File: src/rtl/core/smo_pkg.sv
// Types and codes for the stack machine block
`default_nettype none

package smo_pkg;

	localparam logic [2:0] CMD_PUSH = 3'd0;
	localparam logic [2:0] CMD_PALL = 3'd1;
	localparam logic [2:0] CMD_POP  = 3'd2;
	localparam logic [2:0] CMD_PINT = 3'd3;
	localparam logic [2:0] CMD_SWAP = 3'd4;

	localparam logic [2:0] STAT_OK         = 3'd0;
	localparam logic [2:0] STAT_POP_EMPTY  = 3'd1;
	localparam logic [2:0] STAT_PINT_EMPTY = 3'd2;
	localparam logic [2:0] STAT_SWAP_SHORT = 3'd3;
	localparam logic [2:0] STAT_OVERFLOW   = 3'd4;

	typedef struct packed {
		logic [2:0]         cmd;
		logic signed [31:0] push_value;
	} req_t;

	typedef struct packed {
		logic signed [31:0] word;
		logic [2:0]         status;
		logic               last;
	} res_t;

	typedef enum logic [2:0] {
		S_IDLE,
		S_PINT,
		S_PALL,
		S_SWAP_A,
		S_SWAP_B,
		S_SWAP_C,
		S_ERR
	} state_t;

endpackage

`default_nettype wire

File: src/rtl/core/smo_stream_if.sv
// Valid/ready stream channel carrying one payload type
`default_nettype none

interface smo_stream_if #(
	parameter type payload_t = logic
) ();
	logic     valid;
	logic     ready;
	payload_t payload;

	modport source (output valid, output payload, input ready);
	modport sink (input valid, input payload, output ready);
endinterface

`default_nettype wire

File: src/rtl/core/stack_machine_ops.sv
// Top level of the bounded stack machine
//
//   channel  role    handshake      payload
//   req      sink    valid/ready    cmd[2:0], push_value[31:0] signed
//   res      source  valid/ready    word[31:0] signed, status[2:0], last
//
// Push and pop are done when accepted; pint and errors each issue one result and wait out any output stall.
// Swap does two reads and two writes on the single memory port pair, through S_SWAP_A, S_SWAP_B and S_SWAP_C.
// Pall issues the entries from the top down, paced by the result channel.
// Reset clears the fill count and sequencer; stack entries are not cleared.
// Requests are taken only while the sequencer is idle.
`default_nettype none

module stack_machine_ops #(
	parameter int DEPTH = 32
) (
	input  wire logic    clk,
	input  wire logic    arst_n,
	smo_stream_if.sink   req,
	smo_stream_if.source res
);
	import smo_pkg::*;

	localparam int AW = $clog2(DEPTH);

	smo_stream_if #(.payload_t(res_t)) emit_ch ();

	logic               wr_en, rd_en;
	logic [AW-1:0]      wr_addr, rd_addr;
	logic signed [31:0] wr_data, rd_data;

	smo_ctrl #(.DEPTH(DEPTH)) u_ctrl (
		.clk     (clk),
		.arst_n  (arst_n),
		.req     (req),
		.emit    (emit_ch),
		.wr_en   (wr_en),
		.wr_addr (wr_addr),
		.wr_data (wr_data),
		.rd_en   (rd_en),
		.rd_addr (rd_addr),
		.rd_data (rd_data)
	);

	smo_mem #(.DEPTH(DEPTH)) u_mem (
		.clk     (clk),
		.wr_en   (wr_en),
		.wr_addr (wr_addr),
		.wr_data (wr_data),
		.rd_en   (rd_en),
		.rd_addr (rd_addr),
		.rd_data (rd_data)
	);

	smo_res_reg u_res (
		.clk    (clk),
		.arst_n (arst_n),
		.src    (emit_ch),
		.dst    (res)
	);
endmodule

`default_nettype wire

File: src/rtl/core/smo_mem.sv
// Stack entry memory: one write port, one registered read port
`default_nettype none

module smo_mem #(
	parameter int DEPTH = 32
) (
	input  wire logic                         clk,
	input  wire logic                         wr_en,
	input  wire logic [$clog2(DEPTH)-1:0]     wr_addr,
	input  wire logic signed [31:0]           wr_data,
	input  wire logic                         rd_en,
	input  wire logic [$clog2(DEPTH)-1:0]     rd_addr,
	output logic signed [31:0]                rd_data
);
	logic signed [31:0] mem_q [DEPTH];
	logic signed [31:0] rd_data_q;

	always_ff @(posedge clk) begin
		if (wr_en) begin
			mem_q[wr_addr] <= wr_data;
		end
		if (rd_en) begin
			rd_data_q <= mem_q[rd_addr];
		end
	end

	assign rd_data = rd_data_q;
endmodule

`default_nettype wire

File: src/rtl/core/smo_res_reg.sv
// Result output register between the sequencer and the result channel
`default_nettype none

module smo_res_reg (
	input  wire logic    clk,
	input  wire logic    arst_n,
	smo_stream_if.sink   src,
	smo_stream_if.source dst
);
	import smo_pkg::*;

	logic valid_q;
	res_t data_q;

	// take a new result when empty or when the held one leaves this cycle
	assign src.ready = !valid_q || dst.ready;

	always_ff @(posedge clk or negedge arst_n) begin
		if (!arst_n) begin
			valid_q <= 1'b0;
		end else if (src.ready) begin
			valid_q <= src.valid;
		end
	end

	always_ff @(posedge clk) begin
		if (src.ready && src.valid) begin
			data_q <= src.payload;
		end
	end

	assign dst.valid   = valid_q;
	assign dst.payload = data_q;
endmodule

`default_nettype wire

File: src/rtl/core/smo_ctrl.sv
// Command sequencer: fill count, memory read-modify-write, result issue
`default_nettype none

module smo_ctrl #(
	parameter int DEPTH = 32
) (
	input  wire logic                     clk,
	input  wire logic                     arst_n,
	smo_stream_if.sink                    req,
	smo_stream_if.source                  emit,
	output logic                          wr_en,
	output logic [$clog2(DEPTH)-1:0]      wr_addr,
	output logic signed [31:0]            wr_data,
	output logic                          rd_en,
	output logic [$clog2(DEPTH)-1:0]      rd_addr,
	input  wire logic signed [31:0]       rd_data
);
	import smo_pkg::*;

	localparam int AW = $clog2(DEPTH);
	localparam int CW = $clog2(DEPTH + 1);

	state_t             state_q, state_nxt;
	logic [CW-1:0]      fill_q;
	logic [AW-1:0]      idx_q;
	logic signed [31:0] tmp_q;
	logic [2:0]         err_q;

	logic          full, empty, short;
	logic [AW-1:0] top_addr, second_addr;
	logic          accept;
	logic          fail;
	logic [2:0]    fail_code;

	assign full        = fill_q == CW'(DEPTH);
	assign empty       = fill_q == '0;
	assign short       = fill_q < CW'(2);
	assign top_addr    = AW'(fill_q - CW'(1));
	assign second_addr = AW'(fill_q - CW'(2));
	assign accept      = (state_q == S_IDLE) && req.valid;

	// command check against the current fill
	always_comb begin
		fail      = 1'b0;
		fail_code = STAT_OK;
		unique case (req.payload.cmd)
			CMD_PUSH: begin
				fail      = full;
				fail_code = STAT_OVERFLOW;
			end
			CMD_POP: begin
				fail      = empty;
				fail_code = STAT_POP_EMPTY;
			end
			CMD_PINT: begin
				fail      = empty;
				fail_code = STAT_PINT_EMPTY;
			end
			CMD_SWAP: begin
				fail      = short;
				fail_code = STAT_SWAP_SHORT;
			end
			default: begin
				fail      = 1'b0;
				fail_code = STAT_OK;
			end
		endcase
	end

	always_comb begin
		state_nxt = state_q;
		unique case (state_q)
			S_IDLE: begin
				if (req.valid) begin
					if (fail) begin
						state_nxt = S_ERR;
					end else begin
						unique case (req.payload.cmd)
							CMD_PALL: state_nxt = empty ? S_IDLE : S_PALL;
							CMD_PINT: state_nxt = S_PINT;
							CMD_SWAP: state_nxt = S_SWAP_A;
							default:  state_nxt = S_IDLE;
						endcase
					end
				end
			end
			S_PINT: if (emit.ready) state_nxt = S_IDLE;
			S_PALL: if (emit.ready && idx_q == '0) state_nxt = S_IDLE;
			S_SWAP_A: state_nxt = S_SWAP_B;
			S_SWAP_B: state_nxt = S_SWAP_C;
			S_SWAP_C: state_nxt = S_IDLE;
			S_ERR: if (emit.ready) state_nxt = S_IDLE;
			default: state_nxt = S_IDLE;
		endcase
	end

	always_comb begin
		req.ready    = 1'b0;
		emit.valid   = 1'b0;
		emit.payload = '{word: '0, status: STAT_OK, last: 1'b1};
		wr_en        = 1'b0;
		wr_addr      = '0;
		wr_data      = req.payload.push_value;
		rd_en        = 1'b0;
		rd_addr      = top_addr;
		unique case (state_q)
			S_IDLE: begin
				req.ready = 1'b1;
				if (req.valid && !fail) begin
					unique case (req.payload.cmd)
						CMD_PUSH: begin
							wr_en   = 1'b1;
							wr_addr = fill_q[AW-1:0];
						end
						CMD_PALL: rd_en = !empty;
						CMD_PINT: rd_en = 1'b1;
						CMD_SWAP: rd_en = 1'b1;
						default: rd_en = 1'b0;
					endcase
				end
			end
			S_PINT: begin
				emit.valid   = 1'b1;
				emit.payload = '{word: rd_data, status: STAT_OK, last: 1'b1};
			end
			S_PALL: begin
				emit.valid   = 1'b1;
				emit.payload = '{word: rd_data, status: STAT_OK, last: idx_q == '0};
				// fetch the next entry down as this one leaves
				rd_en   = emit.ready && idx_q != '0;
				rd_addr = idx_q - 1'b1;
			end
			S_SWAP_A: begin
				rd_en   = 1'b1;
				rd_addr = second_addr;
			end
			S_SWAP_B: begin
				wr_en   = 1'b1;
				wr_addr = top_addr;
				wr_data = rd_data;
			end
			S_SWAP_C: begin
				wr_en   = 1'b1;
				wr_addr = second_addr;
				wr_data = tmp_q;
			end
			S_ERR: begin
				emit.valid   = 1'b1;
				emit.payload = '{word: '0, status: err_q, last: 1'b1};
			end
			default: begin
				req.ready = 1'b0;
			end
		endcase
	end

	always_ff @(posedge clk or negedge arst_n) begin
		if (!arst_n) begin
			state_q <= S_IDLE;
			fill_q  <= '0;
		end else begin
			state_q <= state_nxt;
			if (accept && !fail) begin
				if (req.payload.cmd == CMD_PUSH) begin
					fill_q <= fill_q + 1'b1;
				end else if (req.payload.cmd == CMD_POP) begin
					fill_q <= fill_q - 1'b1;
				end
			end
		end
	end

	always_ff @(posedge clk) begin
		if (accept) begin
			err_q <= fail_code;
			idx_q <= top_addr;
		end else if (state_q == S_PALL && emit.ready) begin
			idx_q <= idx_q - 1'b1;
		end
		// hold the old top while the second entry is read
		if (state_q == S_SWAP_A) begin
			tmp_q <= rd_data;
		end
	end
endmodule

`default_nettype wire

File: src/flat_wrapper.sv
// flat-port wrapper written by rule: the top's interface ports become plain ports
module stack_machine_ops_flat import smo_pkg::*;
#(
	parameter int DEPTH = 32
)
  (clk, arst_n, req_valid, req_payload, req_ready, res_valid, res_payload, res_ready);
  smo_stream_if #(.payload_t(req_t)) req_i ();
  smo_stream_if #(.payload_t(res_t)) res_i ();
  input  wire logic clk;
  input  wire logic arst_n;
  input wire logic [$bits(req_i.valid)-1:0] req_valid;
  input wire logic [$bits(req_i.payload)-1:0] req_payload;
  output wire logic [$bits(req_i.ready)-1:0] req_ready;
  output wire logic [$bits(res_i.valid)-1:0] res_valid;
  output wire logic [$bits(res_i.payload)-1:0] res_payload;
  input wire logic [$bits(res_i.ready)-1:0] res_ready;
  assign req_i.valid = req_valid;
  assign req_i.payload = req_payload;
  assign req_ready = req_i.ready;
  assign res_valid = res_i.valid;
  assign res_payload = res_i.payload;
  assign res_i.ready = res_ready;
  stack_machine_ops #(.DEPTH(DEPTH)) u_core (.clk(clk), .arst_n(arst_n), .req(req_i), .res(res_i));
endmodule
File: config.mk
export PLATFORM = sky130hd
export DESIGN_NAME = stack_machine_ops_flat
export DESIGN_NICKNAME = d
export VERILOG_FILES = /design/src/rtl/core/smo_pkg.sv /design/src/rtl/core/smo_stream_if.sv /design/src/rtl/core/stack_machine_ops.sv /design/src/rtl/core/smo_mem.sv /design/src/rtl/core/smo_res_reg.sv /design/src/rtl/core/smo_ctrl.sv /design/src/flat_wrapper.sv
export SDC_FILE = /design/constraint.sdc
export NUM_CORES = 1
export LEC_CHECK = 0
export BUFFER_PORTS_ARGS = -buffer_cell sky130_fd_sc_hd__buf_2
export CORE_MARGIN = 2
export CORE_UTILIZATION = 40
export DETAILED_ROUTE_END_ITERATION = 12
export PLACE_DENSITY = 0.53
export RECOVER_POWER = 50
export SYNTH_ARGS = -nofsm -noshare
export SYNTH_HDL_FRONTEND = slang
export SYNTH_HIERARCHICAL = 1
export SYNTH_SLANG_ARGS = --single-unit
File: constraint.sdc
create_clock -name clk -period 5.1 [get_ports clk]
set_clock_uncertainty 0.1 [all_clocks]
set_input_delay 0.765 -clock clk [delete_from_list [all_inputs] [get_ports clk]]
set_output_delay 0.765 -clock clk [all_outputs]
set_load 0.02 [all_outputs]
==> metrics.yaml, run 1 <==
place:
  place_hpwl_mm: 71.1
  io_buffers: 76
  dp_cells: 4209
  gp_congestion: 0.818
sta:
  max_slew_margin_pct: -91.2
  setup-violations-final: 0
  drv_slew: 526
  worst_pin_slew_ps: 2870
  hold_viol_final: 0
  min_period_ps: 4630
  period_share_pct: 90.8
  rsz0062_at_grt: "no"
  fin_setup_tns_ps: 0
  fmax_mhz: 216
synth:
  synth_top_family_by_area: "multiplexers"
  synth_nets: 2699
  ys.flop_type: "edfxtp_1"
  synthDistinctLibCells: 60
  synthArstFlopShare_pct: 0.876
  muxShareOfSynthArea_pct: 12.2
  synth-seq-cells: 1142
  synth_compound_area_share_pct: 5.24
  synthSimpleGateAreaFrac_pct: 4.45
  synth_fa_ha_area_share_pct: 0.221
  avgSynthCellArea_sq_um: 17.1
  ys_seq_area_share_pct: 75.5
  syn-cell-area_sq_um: 45400
  synthCells: 2652
  synth-xor-area-share_pct: 0.309
  synth.yosys.warnings: 6
  synth-edff-count: 1132
hold_path:
  hp-class: "primary input to flip-flop"
  min_path_cells: 3
clocking:
  clkLatencyLatePin_ps: 720
  cts_resized: 0
  clockBufferDepth: 3
  clock_sinks: 1142
  clkTransAtPathRegs_ps: 60
  cts-root-buf: "clkbuf_16"
  cts_tree: "yes"
  cts-buffers-inserted: 114
  cts-htree-levels: 3
global_route:
  grt_pass1_vias: 24500
  grt_pass1_wl_mm: 169
  antenna_found_initial: 4
  grt_use_met1_pct: 27.9
  grt_util_all_layers_pct: 20.0
  grt_start_max_net_pins: 65
  overflow: 0
  grt_util_met2_pct: 32.3
  grt_use_met3_pct: 3.50
  gr-max-usage-layer: "met2"
route:
  drtAntennaViolNets: 0
  routed-via-count: 24100
  first_pass_iters: 5
  drc: 0
  wl_mm: 117
  drt_iter0_drc: 2368
  avgRoutedWirePerCell_microns: 26.4
  vias_per_cell: 5.44
outcome:
  violations: "max-capacitance violations, max-slew violations"
  status: "finished with violations"
setup_path:
  cp.arrival_ps: 4780
  critPathSlowestCell: "o21ai_2"
  criticalPathCategory: "flip-flop to flip-flop"
  crit_chain: "clkbuf_1, clkbuf_2, mux2i_1, o21ai_2"
  required_ps: 5250
  start_kind: "flip-flop"
  cp.buffers_inverters: 2
  rr_worst_depth: 4
  worst_path_largest_cell_delay_ps: 1280
  cp.depth: 4
  critical_path.top_delay_family: "buffers and inverters"
  worstSetupEndpointType: "flip-flop"
  worst-r2r-setup-slack_ps: 470
  crit_fanout: 32
die:
  dieArea_sq_um: 116000
  die-width_microns: 341
  row_count: 123
  die_h_microns: 341
  num_io_pins: 77
  core-area_sq_um: 112000
  start_util_pct: 40.3
job:
  drv_cap: 17
power:
  leakagePower_nw: 18.2
  p_per_area_nw_per_um2: 710
  vdd_ir_drop_max_uv: 815
final_layout:
  fin_cells: 4428
  n_fill_cell: 9598
  drive_gt1_share_pct: 13.4
  areaGrowthSynthToFinish_pct: 14.7
  finalNetCount: 2873
==> cell families after synthesis <==
logic type / after synthesis
xor gates and xnor gates: 16
buffers and inverters: 163
DFF: 1142
adders and majority gates: 8
muxes: 554
and+or+nand+nor: 412
AOI/OAI and AO/OA: 357
==> registers in the layout, indices dropped and copies added (netlist names) <==
| signal | flops |
|---|---|
| u_core/u_mem/mem_q | 1024 |
| u_core/u_res/dst.payload | 36 |
| u_core/u_ctrl/idx_q | 5 |
| u_core/u_ctrl/err_q | 3 |
| u_core/u_res/dst.valid | 1 |
| u_core/u_ctrl/fill_q | 6 |
| u_core/u_ctrl/tmp_q | 32 |
| u_core/u_ctrl/state_q | 3 |
| u_core/u_mem/rd_data | 32 |
==> layout by cell type, fill, tap and decap left out, types with 14 or more instances in the layout <==
cell type and n:
nand3_1 102, o21ai_0 14, buf_12 33, a22o_1 65, a31oi_1 35, nand2_1 141
buf_2 36, clkbuf_1 77, nor3_1 38, a22oi_1 96, buf_4 80, and2_0 31
nor2_4 33, clkinv_2 25, edfxtp_1 1132, a21oi_1 107, mux2i_1 551, clkinv_1 31
clkbuf_16 114
==> synth_stat cells, drive strengths merged (9+ instances only) <==
cell / instances / area, sq um
and2: 38 / 240
nand3: 103 / 521
a21oi: 108 / 541
edfxtp: 1132 / 34000
nor2: 46 / 173
xnor2: 12 / 105
o21ai: 37 / 185
nand2: 143 / 539
buf: 96 / 684
inv: 9 / 33.8
clkbuf: 58 / 225
mux2i: 551 / 5520
nor3: 38 / 206
a22oi: 96 / 721
a22o: 65 / 569
dfrtp: 10 / 250
a31oi: 35 / 219
==> path summary, 6_finish.rpt <==
| check | from | to |
|---|---|---|
| max | u_core/u_ctrl/state_q[0] | u_core/u_mem/mem_q[14][18] |
| min | res_ready | u_core/u_res/dst.valid |
| max reg2reg | u_core/u_ctrl/state_q[0] | u_core/u_mem/mem_q[14][18] |
| min reg2reg | u_core/u_mem/rd_data[24] | u_core/u_ctrl/tmp_q[24] |
| max in group asynchronous | arst_n | u_core/u_ctrl/fill_q[1] |
| min in group asynchronous | arst_n | u_core/u_ctrl/state_q[0] |
==> per-layer routing <==
metal  part of all wire, %  wire length, microns
met1                    44                 51800
met2                    47                 55400
met3                   5.9                  6900
met4                   2.4                  2840
met5                  0.16                   183
==> repair_timing <==
| action | CTS | global route |
|---|---|---|
| endpoints found under the hold margin | 10 | 0 |
| buffers inserted | 0 | 0 |
| hold buffers | 1 | 0 |
==> tightest hold or removal path: cells and delay by family <==
kind          cells  cell delay, ps
buf+inv           1              90
simple gates      2             220
==> where the power goes <==
| part | switching, mW | internal [mW] |
|---|---|---|
| combinational | 10.7 | 5.47 |
| sequential | 0.465 | 12.2 |
| clock | 3.53 | 4.49 |
==> stage by stage <==
stage	instance area, sq um	hold WS [ps]	power, mW	setup WS, ps	utilization (%)
6_report	52000	356	36.9	470	46.2
5_1_grt	52000	339	38.6	260	46.2
4_1_cts	52300	312	37.4	752	46.5
3_5_place_dp	48600	372	29.4	747	43.2
3_3_place_gp	48600	360	29.2	780	43.2
2_1_floorplan	45400	340	22.9	734	-
==> final cells by class <==
cell class	instances	area [sq um]	area share [%]
multi-input combinational	1347	10600	20.3
tap	1500	1880	3.61
sequential	1142	34200	65.8
timing repair buffer	212	1700	3.26
clock inverter	76	664	1.28
inverter	9	33.8	0.0649
antenna	3	7.51	0.0144
clock buffer	139	2950	5.66
No activity file was read; power rests on OpenSTA's default activity.
==> run 2: changes to the inputs <==
--- a/config.mk
+++ b/config.mk
@@ -7,9 +7,9 @@
 export LEC_CHECK = 0
 export BUFFER_PORTS_ARGS = -buffer_cell sky130_fd_sc_hd__buf_2
 export CORE_MARGIN = 2
-export CORE_UTILIZATION = 40
+export CORE_UTILIZATION = 62
 export DETAILED_ROUTE_END_ITERATION = 12
-export PLACE_DENSITY = 0.53
+export PLACE_DENSITY = 0.77
 export RECOVER_POWER = 50
 export SYNTH_ARGS = -nofsm -noshare
 export SYNTH_HDL_FRONTEND = slang
==> metrics.yaml, run 2 (synthesized netlist as in run 1, its figures left out) <==
power:
  total_power_mw: 35.7  # was 36.9 mW
  switching_share_pct: 39.6  # was 39.9%
  p_per_area_nw_per_um2: 704  # was 710 nW/um^2
  leakagePower_nw: 17.9  # was 18.2 nW
  power.internal_mw: 21.5  # was 22.2 mW
  vdd_ir_drop_max_uv: 644  # was 815 uV
  comb_power_share_pct: 43.2  # was 43.9%
  power_switching_mw: 14.1  # was 14.7 mW
  p_clk_share_pct: 21.3  # was 21.7%
  seqPwrFrac_pct: 35.5  # was 34.4%
outcome:
  status: "finished with violations"  # unchanged
  violations: "max-capacitance violations, max-slew violations"  # unchanged
global_route:
  antenna_found_initial: 4  # unchanged
  grt_util_all_layers_pct: 27.9  # was 20.0%
  grt_pass1_vias: 24200  # was 24500
  overflow: 0  # unchanged
  grt_pass1_wl_mm: 153  # was 169 mm
  grt_start_max_net_pins: 75  # was 65
setup_path:
  required_ps: 5460  # was 5250 ps
  cp.arrival_ps: 4850  # was 4780 ps
  crit_fanout: 29  # was 32
  criticalPathCategory: "flip-flop to flip-flop"  # unchanged
  worstSetupEndpointType: "flip-flop"  # unchanged
  start_kind: "flip-flop"  # unchanged
  crit_chain: "clkbuf_1, mux2i_1, o21ai_2, buf_4"  # was clkbuf_1, clkbuf_2, mux2i_1, o21ai_2
  worst_path_largest_cell_delay_ps: 1710  # was 1280 ps
  critPathSlowestCell: "clkbuf_1"  # was o21ai_2
die:
  die-width_microns: 275  # was 341 microns
  start_util_pct: 62.4  # was 40.3%
  num_io_pins: 77  # unchanged
  row_count: 99  # was 123
  dieArea_sq_um: 75400  # was 116000 sq um
  die_h_microns: 275  # was 341 microns
  core-area_sq_um: 72700  # was 112000 sq um
place:
  place_hpwl_mm: 61.3  # was 71.1 mm
  io_buffers: 76  # unchanged
  gp_congestion: 0.863  # was 0.818
route:
  vias_per_cell: 6.44  # was 5.44
  first_pass_iters: 6  # was 5
  wl_mm: 105  # was 117 mm
  routed-via-count: 24700  # was 24100
  drt_iter0_drc: 3185  # was 2368
  drc: 0  # unchanged
  avgRoutedWirePerCell_microns: 27.4  # was 26.4 microns
  drtAntennaViolNets: 0  # unchanged
final_layout:
  final_cell_mix: "edfxtp_1 (1132), mux2i_1 (551), nand2_1 (142), a21oi_1 (107), clkbuf_16 (106)"  # was edfxtp_1 (1132), mux2i_1 (551), nand2_1 (141), clkbuf_16 (114), a21oi_1 (107)
  areaGrowthSynthToFinish_pct: 11.6  # was 14.7%
  top_register: "u_core/u_mem/mem_q"  # unchanged
  layout_commonest_cell: "edfxtp_1"  # unchanged
  finish.utilization_pct: 69.7  # was 46.2%
  drive_gt1_share_pct: 12.0  # was 13.4%
  largest_register_ff_count: 1024  # unchanged
  finalNetCount: 2834  # was 2873
clocking:
  cts-buffers-inserted: 106  # was 114
  cts-root-buf: "clkbuf_16"  # unchanged
  clock_sinks: 1142  # unchanged
  clkTransAtPathRegs_ps: 60  # about the same
  cts_resized: 0  # unchanged
  cts_tree: "yes"  # unchanged
  clockBufferDepth: 3  # unchanged
  cts-htree-levels: 3  # unchanged
  clkLatencyLatePin_ps: 670  # was 720 ps
sta:
  hold_viol_final: 0  # unchanged
  fin_setup_tns_ps: 0  # unchanged
  drv_slew: 331  # was 526
  setup-violations-final: 0  # unchanged
  rsz0062_at_grt: "no"  # unchanged
  max_slew_margin_pct: -92.8  # was -91.2%
  period_share_pct: 88.0  # was 90.8%
  min_period_ps: 4490  # was 4630 ps
  worst_pin_slew_ps: 2870  # about the same
  fmax_mhz: 223  # was 216 MHz
job:
  drv_cap: 11  # was 17
hold_path:
  hp-class: "primary input to flip-flop"  # unchanged
-- run 2: stage by stage --
stage	hold WS (ps)	setup WS, ps	area [sq um]	instances
after floorplan	340	734	45400	2652
after global placement	360	1010	47500	3637
after detailed placement	368	953	47500	3637
after CTS	334	961	50800	3834
after global routing	366	451	50600	3835
final	358	613	50600	3835
-- run 2: worst max-delay path, delay by kind of cell, from the launching register on --
| family | cells | cell delay [ps] |
|---|---|---|
| buffers and inverters | 2 | 2120 |
| muxes | 1 | 320 |
| AOI/OAI and AO/OA | 1 | 680 |
| DFF | 1 | 990 |
-- run 2: layout make-up --
class,instances,area (sq um)
repair buffers,181,1300
multi-input cells,1347,10500
clock inverters,71,637
clock buffers,125,2720
flip-flops and latches,1142,34200
well taps,959,1200
inverters,9,33.8
fillers,4396,22100
diodes,1,2.50
-- run 2: final timing paths --
check / start / to / slack [ps] / cells past startpoint
max in group asynchronous: arst_n / u_core/u_ctrl/fill_q[5] / 3930 / 2
min in group asynchronous: arst_n / u_core/u_res/dst.valid / 550 / 2
worst min register to register: u_core/u_mem/rd_data[14] / u_core/u_ctrl/tmp_q[14] / 380 / 0
worst min-delay path: res_ready / u_core/u_res/dst.valid / 360 / 3
worst max register to register: u_core/u_ctrl/state_q[0] / u_core/u_mem/mem_q[24][15] / 610 / 4
worst max-delay path: u_core/u_ctrl/state_q[0] / u_core/u_mem/mem_q[24][15] / 610 / 4
-- run 2: metal layers --
metal	up-vias	wire length, microns	GRT usage (%)
met4	8	2790	9.04
met5	-	47	0
li1	10700	-	-
met2	1371	50600	44.7
met1	12400	39800	38.7
met3	180	11800	6.11
-- run 2: power by group through the flow --
| stage | clock network, mW | logic [mW] | registers [mW] |
|---|---|---|---|
| 5_1_grt | 8.05 | 16.2 | 12.7 |
| 3_5_place_dp | 0 | 15.2 | 12.8 |
| 4_1_cts | 7.67 | 15.3 | 12.6 |
| 2_1_floorplan | 0 | 10.1 | 12.8 |
| 6_report | 7.61 | 15.4 | 12.6 |
| 3_3_place_gp | 0 | 14.8 | 12.8 |
-- run 2: repair_timing --
action                    in CTS  in global routing
hold endpoints to repair      10                  0
buffers inserted               0                  0
hold buffers                   1                  0
